[config.mk]
export PLATFORM = sky130hd
export DESIGN_NAME = serial_motor_command_interlock
export DESIGN_NICKNAME = d
export VERILOG_FILES = /design/src/rtl/smci_pkg.sv /design/src/rtl/smci_parser.sv /design/src/rtl/smci_scale.sv /design/src/rtl/smci_drive.sv /design/src/rtl/serial_motor_command_interlock.sv
export SDC_FILE = /design/constraint.sdc
export NUM_CORES = 2
export LEC_CHECK = 0
export CORE_MARGIN = 4
export CORE_UTILIZATION = 35
export CTS_CLUSTER_DIAMETER = 50
export DETAILED_ROUTE_END_ITERATION = 8
export DONT_BUFFER_PORTS = 1
export HOLD_SLACK_MARGIN = 0.08
export PLACE_DENSITY_LB_ADDON = 0.1
export SETUP_SLACK_MARGIN = 0.4
export SLEW_MARGIN = 20
export SYNTH_ARGS = -nofsm -noshare
export SYNTH_HDL_FRONTEND = slang
export SYNTH_SLANG_ARGS = --single-unit
[constraint.sdc]
create_clock -name clk -period 16.2 [get_ports clk]
set_clock_uncertainty 0.15 [all_clocks]
set_input_delay 2.43 -clock clk [delete_from_list [all_inputs] [get_ports clk]]
set_output_delay 2.43 -clock clk [all_outputs]
set_load 0.01 [all_outputs]
[src/rtl/smci_pkg.sv]
// shared types, constants and helper functions for the motor command interlock
package smci_pkg;

    localparam int LINE_MAX  = 64;
    localparam int CNT_W     = $clog2(LINE_MAX);
    localparam int MAG_W     = 7;
    localparam int FS_W      = 15;
    localparam int PROD_W    = MAG_W + FS_W;
    localparam int DUTY_W    = 16;
    localparam int SW_W      = 4;

    localparam logic [CNT_W-1:0] CNT_LIMIT = CNT_W'(LINE_MAX - 1);
    localparam logic [MAG_W-1:0] MAG_SAT   = MAG_W'(101);
    localparam logic [MAG_W-1:0] MAG_MAX   = MAG_W'(100);
    localparam logic [FS_W-1:0]  FS_RESET  = FS_W'(4199);

    // floor(x / 100) == (x * RECIP_MUL) >> RECIP_SHIFT for every x below 2^PROD_W
    localparam int               RECIP_SHIFT = 29;
    localparam int               RECIP_W     = 23;
    localparam logic [RECIP_W-1:0] RECIP_MUL = RECIP_W'(((64'd1 << RECIP_SHIFT) + 64'd99) / 64'd100);
    localparam int               SCALED_W    = PROD_W + RECIP_W;

    localparam logic [7:0] CH_NUL   = 8'h00;
    localparam logic [7:0] CH_TAB   = 8'h09;
    localparam logic [7:0] CH_LF    = 8'h0A;
    localparam logic [7:0] CH_VT    = 8'h0B;
    localparam logic [7:0] CH_FF    = 8'h0C;
    localparam logic [7:0] CH_CR    = 8'h0D;
    localparam logic [7:0] CH_SPACE = 8'h20;
    localparam logic [7:0] CH_PLUS  = 8'h2B;
    localparam logic [7:0] CH_COMMA = 8'h2C;
    localparam logic [7:0] CH_MINUS = 8'h2D;
    localparam logic [7:0] CH_ZERO  = 8'h30;
    localparam logic [7:0] CH_NINE  = 8'h39;

    localparam int          APB_AW             = 3;
    localparam logic        REG_FULL_SCALE_SEL = 1'b0;

    typedef enum logic [3:0] {
        PH_PRE0   = 4'd0,
        PH_PRE1   = 4'd1,
        PH_PRE2   = 4'd2,
        PH_PRE3   = 4'd3,
        PH_PRE4   = 4'd4,
        PH_A_WS   = 4'd5,
        PH_A_SIGN = 4'd6,
        PH_A_DIG  = 4'd7,
        PH_B_WS   = 4'd8,
        PH_B_SIGN = 4'd9,
        PH_B_DIG  = 4'd10,
        PH_DONE   = 4'd11,
        PH_FAIL   = 4'd12
    } phase_t;

    typedef enum logic [1:0] {
        ST_NONE      = 2'd0,
        ST_APPLIED   = 2'd1,
        ST_REFUSED   = 2'd2,
        ST_MALFORMED = 2'd3
    } status_t;

    typedef enum logic [1:0] {
        OP_NONE = 2'd0,
        OP_LOAD = 2'd1,
        OP_ZERO = 2'd2
    } drive_op_t;

    typedef struct packed {
        logic            action;
        logic [7:0]      rx_char;
        logic [SW_W-1:0] switch_bits;
    } in_t;

    typedef struct packed {
        logic signed [DUTY_W-1:0] drive_a;
        logic signed [DUTY_W-1:0] drive_b;
        logic [SW_W-1:0]          contact_bits;
        logic                     docked;
        logic [1:0]               line_status;
    } out_t;

    typedef struct packed {
        drive_op_t         op;
        status_t           status;
        logic [SW_W-1:0]   sw;
        logic              neg_a;
        logic              neg_b;
        logic [PROD_W-1:0] prod_a;
        logic [PROD_W-1:0] prod_b;
    } parse_evt_t;

    typedef struct packed {
        drive_op_t       op;
        status_t         status;
        logic [SW_W-1:0] sw;
        logic            neg_a;
        logic            neg_b;
        logic [FS_W-1:0] duty_a;
        logic [FS_W-1:0] duty_b;
    } scale_evt_t;

    function automatic logic [7:0] prefix_char(input logic [2:0] idx);
        logic [7:0] ch;
        unique case (idx)
            3'd0:    ch = 8'h24;
            3'd1:    ch = 8'h43;
            3'd2:    ch = 8'h4D;
            3'd3:    ch = 8'h44;
            default: ch = CH_COMMA;
        endcase
        return ch;
    endfunction

    function automatic logic is_ws(input logic [7:0] c);
        return (c == CH_SPACE) || (c == CH_TAB) || (c == CH_VT) || (c == CH_FF);
    endfunction

    function automatic logic is_digit(input logic [7:0] c);
        return (c >= CH_ZERO) && (c <= CH_NINE);
    endfunction

    // saturating decimal accumulation
    function automatic logic [MAG_W-1:0] mag_add(input logic [MAG_W-1:0] m,
                                                 input logic [7:0] c);
        logic [10:0] v;
        v = ({4'b0, m} * 11'd10) + {3'b0, (c - CH_ZERO)};
        return (v > {4'b0, MAG_SAT}) ? MAG_SAT : v[MAG_W-1:0];
    endfunction

    function automatic logic [MAG_W-1:0] mag_clamp(input logic [MAG_W-1:0] m);
        return (m > MAG_MAX) ? MAG_MAX : m;
    endfunction

endpackage

[src/rtl/smci_parser.sv]
// line parser: command state, switch state and duty products at line end
module smci_parser (
    input  logic                         clk,
    input  logic                         rst_n,
    input  logic                         load,
    input  smci_pkg::in_t                item,
    input  logic [smci_pkg::FS_W-1:0]    full_scale,
    output smci_pkg::parse_evt_t         evt
);

    smci_pkg::phase_t                  phase_reg, phase_next;
    logic [smci_pkg::CNT_W-1:0]        cnt_reg, cnt_next;
    logic [smci_pkg::MAG_W-1:0]        mag_a_reg, mag_a_next;
    logic [smci_pkg::MAG_W-1:0]        mag_b_reg, mag_b_next;
    logic                              neg_a_reg, neg_a_next;
    logic                              neg_b_reg, neg_b_next;
    logic [smci_pkg::SW_W-1:0]         switch_reg, switch_next;
    smci_pkg::parse_evt_t              evt_reg, evt_next;

    logic [7:0]                        c;
    logic                              sec;
    logic                              line_ok;

    assign c       = item.rx_char;
    assign sec     = (phase_reg == smci_pkg::PH_B_WS) || (phase_reg == smci_pkg::PH_B_SIGN);
    assign line_ok = (phase_reg == smci_pkg::PH_B_DIG) || (phase_reg == smci_pkg::PH_DONE);

    always_comb
    begin
        phase_next  = phase_reg;
        cnt_next    = cnt_reg;
        mag_a_next  = mag_a_reg;
        mag_b_next  = mag_b_reg;
        neg_a_next  = neg_a_reg;
        neg_b_next  = neg_b_reg;
        switch_next = switch_reg;

        evt_next.op     = smci_pkg::OP_NONE;
        evt_next.status = smci_pkg::ST_NONE;
        evt_next.neg_a  = neg_a_reg;
        evt_next.neg_b  = neg_b_reg;
        evt_next.prod_a = smci_pkg::PROD_W'(smci_pkg::mag_clamp(mag_a_reg))
                          * smci_pkg::PROD_W'(full_scale);
        evt_next.prod_b = smci_pkg::PROD_W'(smci_pkg::mag_clamp(mag_b_reg))
                          * smci_pkg::PROD_W'(full_scale);

        if (item.action)
        begin
            switch_next = item.switch_bits;
            if (item.switch_bits != '0)
            begin
                evt_next.op = smci_pkg::OP_ZERO;
            end
        end
        else if (c == smci_pkg::CH_LF)
        begin
            if (!line_ok)
            begin
                evt_next.status = smci_pkg::ST_MALFORMED;
            end
            else if (switch_reg != '0)
            begin
                evt_next.status = smci_pkg::ST_REFUSED;
            end
            else
            begin
                evt_next.status = smci_pkg::ST_APPLIED;
                evt_next.op     = smci_pkg::OP_LOAD;
            end
            phase_next = smci_pkg::PH_PRE0;
            cnt_next   = '0;
            mag_a_next = '0;
            mag_b_next = '0;
            neg_a_next = 1'b0;
            neg_b_next = 1'b0;
        end
        else if ((c != smci_pkg::CH_CR) && (cnt_reg < smci_pkg::CNT_LIMIT))
        begin
            cnt_next = cnt_reg + 1'b1;
            if (c == smci_pkg::CH_NUL)
            begin
                // nul ends the parsable part of the line
                phase_next = line_ok ? smci_pkg::PH_DONE : smci_pkg::PH_FAIL;
            end
            else
            begin
                unique case (phase_reg)
                    smci_pkg::PH_PRE0, smci_pkg::PH_PRE1, smci_pkg::PH_PRE2,
                    smci_pkg::PH_PRE3, smci_pkg::PH_PRE4:
                    begin
                        if (c == smci_pkg::prefix_char(phase_reg[2:0]))
                        begin
                            phase_next = smci_pkg::phase_t'(phase_reg + 4'd1);
                        end
                        else
                        begin
                            phase_next = smci_pkg::PH_FAIL;
                        end
                    end
                    smci_pkg::PH_A_WS, smci_pkg::PH_B_WS:
                    begin
                        if (smci_pkg::is_ws(c))
                        begin
                            phase_next = phase_reg;
                        end
                        else if ((c == smci_pkg::CH_PLUS) || (c == smci_pkg::CH_MINUS))
                        begin
                            if (c == smci_pkg::CH_MINUS)
                            begin
                                if (sec)
                                begin
                                    neg_b_next = 1'b1;
                                end
                                else
                                begin
                                    neg_a_next = 1'b1;
                                end
                            end
                            phase_next = sec ? smci_pkg::PH_B_SIGN : smci_pkg::PH_A_SIGN;
                        end
                        else if (smci_pkg::is_digit(c))
                        begin
                            if (sec)
                            begin
                                mag_b_next = smci_pkg::mag_add('0, c);
                                phase_next = smci_pkg::PH_B_DIG;
                            end
                            else
                            begin
                                mag_a_next = smci_pkg::mag_add('0, c);
                                phase_next = smci_pkg::PH_A_DIG;
                            end
                        end
                        else
                        begin
                            phase_next = smci_pkg::PH_FAIL;
                        end
                    end
                    smci_pkg::PH_A_SIGN, smci_pkg::PH_B_SIGN:
                    begin
                        if (smci_pkg::is_digit(c))
                        begin
                            if (sec)
                            begin
                                mag_b_next = smci_pkg::mag_add('0, c);
                                phase_next = smci_pkg::PH_B_DIG;
                            end
                            else
                            begin
                                mag_a_next = smci_pkg::mag_add('0, c);
                                phase_next = smci_pkg::PH_A_DIG;
                            end
                        end
                        else
                        begin
                            phase_next = smci_pkg::PH_FAIL;
                        end
                    end
                    smci_pkg::PH_A_DIG:
                    begin
                        if (smci_pkg::is_digit(c))
                        begin
                            mag_a_next = smci_pkg::mag_add(mag_a_reg, c);
                        end
                        else if (c == smci_pkg::CH_COMMA)
                        begin
                            phase_next = smci_pkg::PH_B_WS;
                        end
                        else
                        begin
                            phase_next = smci_pkg::PH_FAIL;
                        end
                    end
                    smci_pkg::PH_B_DIG:
                    begin
                        if (smci_pkg::is_digit(c))
                        begin
                            mag_b_next = smci_pkg::mag_add(mag_b_reg, c);
                        end
                        else
                        begin
                            phase_next = smci_pkg::PH_DONE;
                        end
                    end
                    smci_pkg::PH_DONE:
                    begin
                        phase_next = smci_pkg::PH_DONE;
                    end
                    default:
                    begin
                        phase_next = smci_pkg::PH_FAIL;
                    end
                endcase
            end
        end

        evt_next.sw = switch_next;
    end

    always_ff @(posedge clk or negedge rst_n)
    begin
        if (!rst_n)
        begin
            phase_reg  <= smci_pkg::PH_PRE0;
            cnt_reg    <= '0;
            mag_a_reg  <= '0;
            mag_b_reg  <= '0;
            neg_a_reg  <= 1'b0;
            neg_b_reg  <= 1'b0;
            switch_reg <= '0;
        end
        else if (load)
        begin
            phase_reg  <= phase_next;
            cnt_reg    <= cnt_next;
            mag_a_reg  <= mag_a_next;
            mag_b_reg  <= mag_b_next;
            neg_a_reg  <= neg_a_next;
            neg_b_reg  <= neg_b_next;
            switch_reg <= switch_next;
        end
    end

    always_ff @(posedge clk)
    begin
        if (load)
        begin
            evt_reg <= evt_next;
        end
    end

    assign evt = evt_reg;

endmodule

[src/rtl/smci_scale.sv]
// divide the duty products by one hundred through a reciprocal multiply
module smci_scale (
    input  logic                   clk,
    input  logic                   load,
    input  smci_pkg::parse_evt_t   evt_in,
    output smci_pkg::scale_evt_t   evt_out
);

    smci_pkg::scale_evt_t                scale_reg, scale_next;
    logic [smci_pkg::SCALED_W-1:0]       scaled_a;
    logic [smci_pkg::SCALED_W-1:0]       scaled_b;

    assign scaled_a = smci_pkg::SCALED_W'(evt_in.prod_a) * smci_pkg::SCALED_W'(smci_pkg::RECIP_MUL);
    assign scaled_b = smci_pkg::SCALED_W'(evt_in.prod_b) * smci_pkg::SCALED_W'(smci_pkg::RECIP_MUL);

    always_comb
    begin
        scale_next.op     = evt_in.op;
        scale_next.status = evt_in.status;
        scale_next.sw     = evt_in.sw;
        scale_next.neg_a  = evt_in.neg_a;
        scale_next.neg_b  = evt_in.neg_b;
        scale_next.duty_a = scaled_a[smci_pkg::RECIP_SHIFT +: smci_pkg::FS_W];
        scale_next.duty_b = scaled_b[smci_pkg::RECIP_SHIFT +: smci_pkg::FS_W];
    end

    always_ff @(posedge clk)
    begin
        if (load)
        begin
            scale_reg <= scale_next;
        end
    end

    assign evt_out = scale_reg;

endmodule

[src/rtl/smci_drive.sv]
// duty registers and result register
module smci_drive (
    input  logic                   clk,
    input  logic                   rst_n,
    input  logic                   load,
    input  smci_pkg::scale_evt_t   evt,
    output smci_pkg::out_t         result
);

    logic [smci_pkg::DUTY_W-1:0]   drive_a_reg, drive_a_next;
    logic [smci_pkg::DUTY_W-1:0]   drive_b_reg, drive_b_next;
    logic [smci_pkg::SW_W-1:0]     sw_reg;
    smci_pkg::status_t             status_reg;
    logic [smci_pkg::DUTY_W-1:0]   mag_a;
    logic [smci_pkg::DUTY_W-1:0]   mag_b;

    assign mag_a = {1'b0, evt.duty_a};
    assign mag_b = {1'b0, evt.duty_b};

    always_comb
    begin
        drive_a_next = drive_a_reg;
        drive_b_next = drive_b_reg;
        unique case (evt.op)
            smci_pkg::OP_LOAD:
            begin
                drive_a_next = evt.neg_a ? ('0 - mag_a) : mag_a;
                drive_b_next = evt.neg_b ? ('0 - mag_b) : mag_b;
            end
            smci_pkg::OP_ZERO:
            begin
                drive_a_next = '0;
                drive_b_next = '0;
            end
            default:
            begin
                drive_a_next = drive_a_reg;
                drive_b_next = drive_b_reg;
            end
        endcase
    end

    always_ff @(posedge clk or negedge rst_n)
    begin
        if (!rst_n)
        begin
            drive_a_reg <= '0;
            drive_b_reg <= '0;
        end
        else if (load)
        begin
            drive_a_reg <= drive_a_next;
            drive_b_reg <= drive_b_next;
        end
    end

    always_ff @(posedge clk)
    begin
        if (load)
        begin
            sw_reg     <= evt.sw;
            status_reg <= evt.status;
        end
    end

    always_comb
    begin
        result.drive_a      = drive_a_reg;
        result.drive_b      = drive_b_reg;
        result.contact_bits = sw_reg;
        result.docked       = (sw_reg != '0);
        result.line_status  = status_reg;
    end

endmodule

[src/rtl/serial_motor_command_interlock.sv]
// top level of the serial motor command interlock
//
// in channel: one transaction per serial byte (action 0) or limit switch
// sample (action 1), taken when in_valid is high and in_stall is low.
// out channel: exactly one result transaction per input transaction, in
// order, with both signed arm duties, the switch state and the line status.
// one transaction per cycle is sustained while out_stall stays low. the path runs
// input register, parser (line state and duty products), reciprocal divide by
// one hundred, duty/result register.
// each stage holds its transaction while the next is full, so bubbles are
// squeezed out and in_stall only rises once all four stages are occupied
// while out_stall is high; a stalled result holds its value.
// reset clears the line parser, both duties and the switch state, and sets
// full_scale_duty to 4199. the apb port holds full_scale_duty at address 0
// and should be written only while no transaction is in flight.
module serial_motor_command_interlock (
    input  logic                          clk,
    input  logic                          rst_n,
    input  logic                          in_valid,
    output logic                          in_stall,
    input  smci_pkg::in_t                 in_data,
    output logic                          out_valid,
    input  logic                          out_stall,
    output smci_pkg::out_t                out_data,
    input  logic                          psel,
    input  logic                          penable,
    input  logic                          pwrite,
    input  logic [smci_pkg::APB_AW-1:0]   paddr,
    input  logic [31:0]                   pwdata,
    output logic [31:0]                   prdata,
    output logic                          pready
);

    logic [smci_pkg::FS_W-1:0]   full_scale_reg;
    smci_pkg::in_t               in_reg;
    logic                        v_in_reg, v_parse_reg, v_scale_reg, v_out_reg;
    logic                        rdy_in, rdy_parse, rdy_scale, rdy_out;
    logic                        cfg_write;
    logic                        cfg_hit;
    smci_pkg::parse_evt_t        parse_evt;
    smci_pkg::scale_evt_t        scale_evt;

    // apb register file
    assign pready    = 1'b1;
    assign cfg_hit   = (paddr[smci_pkg::APB_AW-1] == smci_pkg::REG_FULL_SCALE_SEL);
    assign cfg_write = psel && penable && pwrite && pready && cfg_hit;
    assign prdata    = cfg_hit ? {{(32 - smci_pkg::FS_W){1'b0}}, full_scale_reg} : '0;

    always_ff @(posedge clk or negedge rst_n)
    begin
        if (!rst_n)
        begin
            full_scale_reg <= smci_pkg::FS_RESET;
        end
        else if (cfg_write)
        begin
            full_scale_reg <= pwdata[smci_pkg::FS_W-1:0];
        end
    end

    // stage flow control
    assign rdy_out   = !v_out_reg || !out_stall;
    assign rdy_scale = !v_scale_reg || rdy_out;
    assign rdy_parse = !v_parse_reg || rdy_scale;
    assign rdy_in    = !v_in_reg || rdy_parse;
    assign in_stall  = !rdy_in;
    assign out_valid = v_out_reg;

    always_ff @(posedge clk or negedge rst_n)
    begin
        if (!rst_n)
        begin
            v_in_reg    <= 1'b0;
            v_parse_reg <= 1'b0;
            v_scale_reg <= 1'b0;
            v_out_reg   <= 1'b0;
        end
        else
        begin
            if (rdy_in)
            begin
                v_in_reg <= in_valid;
            end
            if (rdy_parse)
            begin
                v_parse_reg <= v_in_reg;
            end
            if (rdy_scale)
            begin
                v_scale_reg <= v_parse_reg;
            end
            if (rdy_out)
            begin
                v_out_reg <= v_scale_reg;
            end
        end
    end

    always_ff @(posedge clk)
    begin
        if (in_valid && rdy_in)
        begin
            in_reg <= in_data;
        end
    end

    smci_parser u_parser (
        .clk        (clk),
        .rst_n      (rst_n),
        .load       (v_in_reg && rdy_parse),
        .item       (in_reg),
        .full_scale (full_scale_reg),
        .evt        (parse_evt)
    );

    smci_scale u_scale (
        .clk     (clk),
        .load    (v_parse_reg && rdy_scale),
        .evt_in  (parse_evt),
        .evt_out (scale_evt)
    );

    smci_drive u_drive (
        .clk    (clk),
        .rst_n  (rst_n),
        .load   (v_scale_reg && rdy_out),
        .evt    (scale_evt),
        .result (out_data)
    );

endmodule

==> out/summary.json <==
{
  "h-tree-depth": {"value": 4},
  "critPathRequiredTime": {"value": 16300, "unit": "ps"},
  "clock-sinks": {"value": 194},
  "drc": {"value": 0},
  "met3_use_gr": {"value": 2.30, "unit": "%"},
  "synth_warnings": {"value": 0},
  "fin_nets": {"value": 4302},
  "synth_ff_type": {"value": "edfxtp_1"},
  "grt_start_max_net_pins": {"value": 82},
  "cap_viol_max_count": {"value": 0},
  "period_share": {"value": 48.7, "unit": "%"},
  "crit_path_start_kind": {"value": "flop"},
  "postRouteAntennaNets": {"value": 0},
  "path_clk_slew": {"value": 80, "unit": "ps"},
  "fin_tns_setup": {"value": 0, "unit": "ps"},
  "rsz_0062_raised_after_global_routing": {"value": "no"},
  "fillers": {"value": 9305},
  "timing.slew.headroom": {"value": 26.8, "unit": "%"},
  "path_class": {"value": "flop to flop"},
  "cts_tree": {"value": "done"},
  "initial_core_util": {"value": 35.4, "unit": "%"},
  "detailedRoute.firstPassIterationCount": {"value": 5},
  "vias_after_detailed_routing": {"value": 20900},
  "die_x": {"value": 313, "unit": "um"},
  "largest_reg_flops": {"value": 54},
  "timing.critical_path.arrival": {"value": 7980, "unit": "ps"},
  "cts_root_buf": {"value": "clkbuf_16"},
  "post_synth_instance_area": {"value": 32500, "unit": "um^2"},
  "io-pin-count": {"value": 129},
  "place.detailed.instances": {"value": 4393},
  "clk_latency": {"value": 500, "unit": "ps"},
  "post_cts_hold_buffer_count": {"value": 0},
  "setup_violations": {"value": 0},
  "drt_iter0_markers": {"value": 659},
  "synthesis.instances": {"value": 3205},
  "status": {"value": "complete, no violations"},
  "ys_seq_elements": {"value": 194},
  "io_buffers": {"value": 0},
  "grt.total_usage": {"value": 16.1, "unit": "%"},
  "layout_commonest_cell": {"value": "inv_1"},
  "maxClockFrequency": {"value": 127, "unit": "MHz"},
  "asyncSetResetFlopFracSynth": {"value": 41.8, "unit": "%"},
  "rows": {"value": 111},
  "final.hold.worst_slack": {"value": 274, "unit": "ps"},
  "design.die.area": {"value": 97800, "unit": "um^2"},
  "design.core.area": {"value": 91900, "unit": "um^2"},
  "post_cts.resized_instances": {"value": 0},
  "cts.path.max_buffers": {"value": 2},
  "drt-vias-per-instance": {"value": 4.71},
  "final_cell_mix": {"value": "783 x inv_1, 592 x ha_1, 486 x fa_1"},
  "ff_latch_area": {"value": 5430, "unit": "um^2"},
  "synthesis.area_per_instance": {"value": 10.1, "unit": "um^2"},
  "finalCriticalPeriod": {"value": 7880, "unit": "ps"},
  "global_route_wire_length_before_repair": {"value": 125000, "unit": "um"},
  "multi_input_comb_area": {"value": 23900, "unit": "um^2"},
  "post-cts-setup-buffer-count": {"value": 0},
  "tightest_slew": {"value": 1090, "unit": "ps"},
  "grt_remaining_overflow": {"value": 0},
  "fraction_of_final_layout_cells_sized_beyond_drive_strength_1": {"value": 3.24, "unit": "%"},
  "met1_usage": {"value": 23.0, "unit": "%"},
  "grt-busiest-layer": {"value": "met2"},
  "final_number_of_max_transition_violations": {"value": 0},
  "post_synth_num_cell_types": {"value": 89},
  "yosysSeqAreaShare": {"value": 16.7, "unit": "%"},
  "synth_edf_count": {"value": 113},
  "wirelength": {"value": 76100, "unit": "um"},
  "route.detailed.wl_per_inst": {"value": 17.2, "unit": "um"},
  "finalWeightedCongestion": {"value": 0.828},
  "antenna_found_initial": {"value": 3},
  "crit_path_end_kind": {"value": "flop"},
  "finalNonFillerCells": {"value": 4429},
  "global_route.usage.met2": {"value": 25.9, "unit": "%"},
  "die_y": {"value": 313, "unit": "um"},
  "cts-buffers-inserted": {"value": 17},
  "dpl.hpwl": {"value": 64200, "unit": "um"},
  "holdCritPathClass": {"value": "flop to flop"},
  "crit_path_max_fanout": {"value": 8},
  "grt_pass1_vias": {"value": 23000},
  "layout-area-overhead-vs-synth": {"value": 6.01, "unit": "%"},
  "finalHoldViolations": {"value": 0}
}
-- stage by stage --
stage	instance area [um^2]	worst slack, ps	util, %
finish	34500	8320	37.5
global route	34400	7840	37.5
CTS	34400	8150	37.5
detailed placement	33800	8190	36.8
global placement	33800	8160	36.8
floorplan	32600	9710	-
-- path summary, 6_finish.rpt --
check,cells after the start,slack [ps],start,to
worst min-delay path,0,270,u_parser.evt[53],u_scale.evt_out[39]
worst max register to register,22,8320,u_parser.evt[30],u_scale.evt_out[28]
worst max-delay path,22,8320,u_parser.evt[30],u_scale.evt_out[28]
worst min register to register,0,270,u_parser.evt[53],u_scale.evt_out[39]
max in group asynchronous,0,14110,rst_n,full_scale_reg[0]
min in group asynchronous,0,1460,rst_n,u_drive.drive_a_reg[4]
-- layer usage --
layer  part of all wire, %  up-vias
met2                    46      289
met5                     0        -
met1                    50    10400
met3                   3.3       55
li1                      -    10100
met4                   1.5        0
-- critical path: stages, from the launching register on --
cell	delay (ps)
edfxtp_1	640
ha_1	460
inv_1	70
fa_1	510
fa_1	410
inv_1	80
fa_1	430
fa_1	510
fa_1	500
inv_1	60
fa_1	510
inv_1	50
ha_1	280
a21oi_1	240
nand4_1	170
nor4_1	910
nor4b_2	230
o21a_1	280
o31ai_2	220
a21boi_1	200
a311oi_1	420
o21bai_1	120
xor2_1	150
-- cells in the mapped netlist (9+ instances only) --
cell | count | share of area, %
o21bai_1 | 9 | 0.21
a21oi_1 | 72 | 1.1
and2_1 | 119 | 2.3
nand2b_1 | 10 | 0.19
or4_1 | 9 | 0.21
nand2_1 | 174 | 2.0
ha_1 | 592 | 23
and3_1 | 61 | 1.2
a31oi_1 | 10 | 0.19
nor2_1 | 77 | 0.89
mux2_2 | 25 | 0.87
nor2b_1 | 33 | 0.64
o21ai_0 | 85 | 1.3
fa_1 | 486 | 30
or2_2 | 9 | 0.17
nand4_1 | 11 | 0.21
nor3_1 | 29 | 0.45
nand3_1 | 28 | 0.43
o21a_1 | 10 | 0.23
a21o_1 | 29 | 0.67
dfrtp_1 | 75 | 5.8
xor2_1 | 51 | 1.4
inv_1 | 784 | 9.1
o31ai_1 | 16 | 0.37
buf_4 | 18 | 0.42
edfxtp_1 | 113 | 10
a211oi_1 | 10 | 0.23
clkbuf_1 | 59 | 0.68
or3_1 | 15 | 0.29
xnor2_1 | 65 | 1.8
-- cells by family after synthesis --
family	count (synthesis)	synth area share [%]
fa+ha+maj	1078	52.7
buf+inv	861	10.2
simple gates	596	9.43
compound gates	327	6.80
flops	194	16.7
xor+xnor	116	3.13
mux	31	1.05
other cells	2	0.0231
-- layout make-up --
cell class | instances | share of cell area, %
repair buffers | 6 | 0.131
clock buffers | 18 | 1.27
flip-flops and latches | 194 | 15.8
inverters | 784 | 8.54
multi-input cells | 2166 | 69.2
diodes | 4 | 0.0290
clock inverters | 14 | 0.537
well taps | 1243 | 4.51
Power is left out: the tool's default activity adds up to more than one toggle a clock period on the data nets, which glitch-free logic cannot reach.
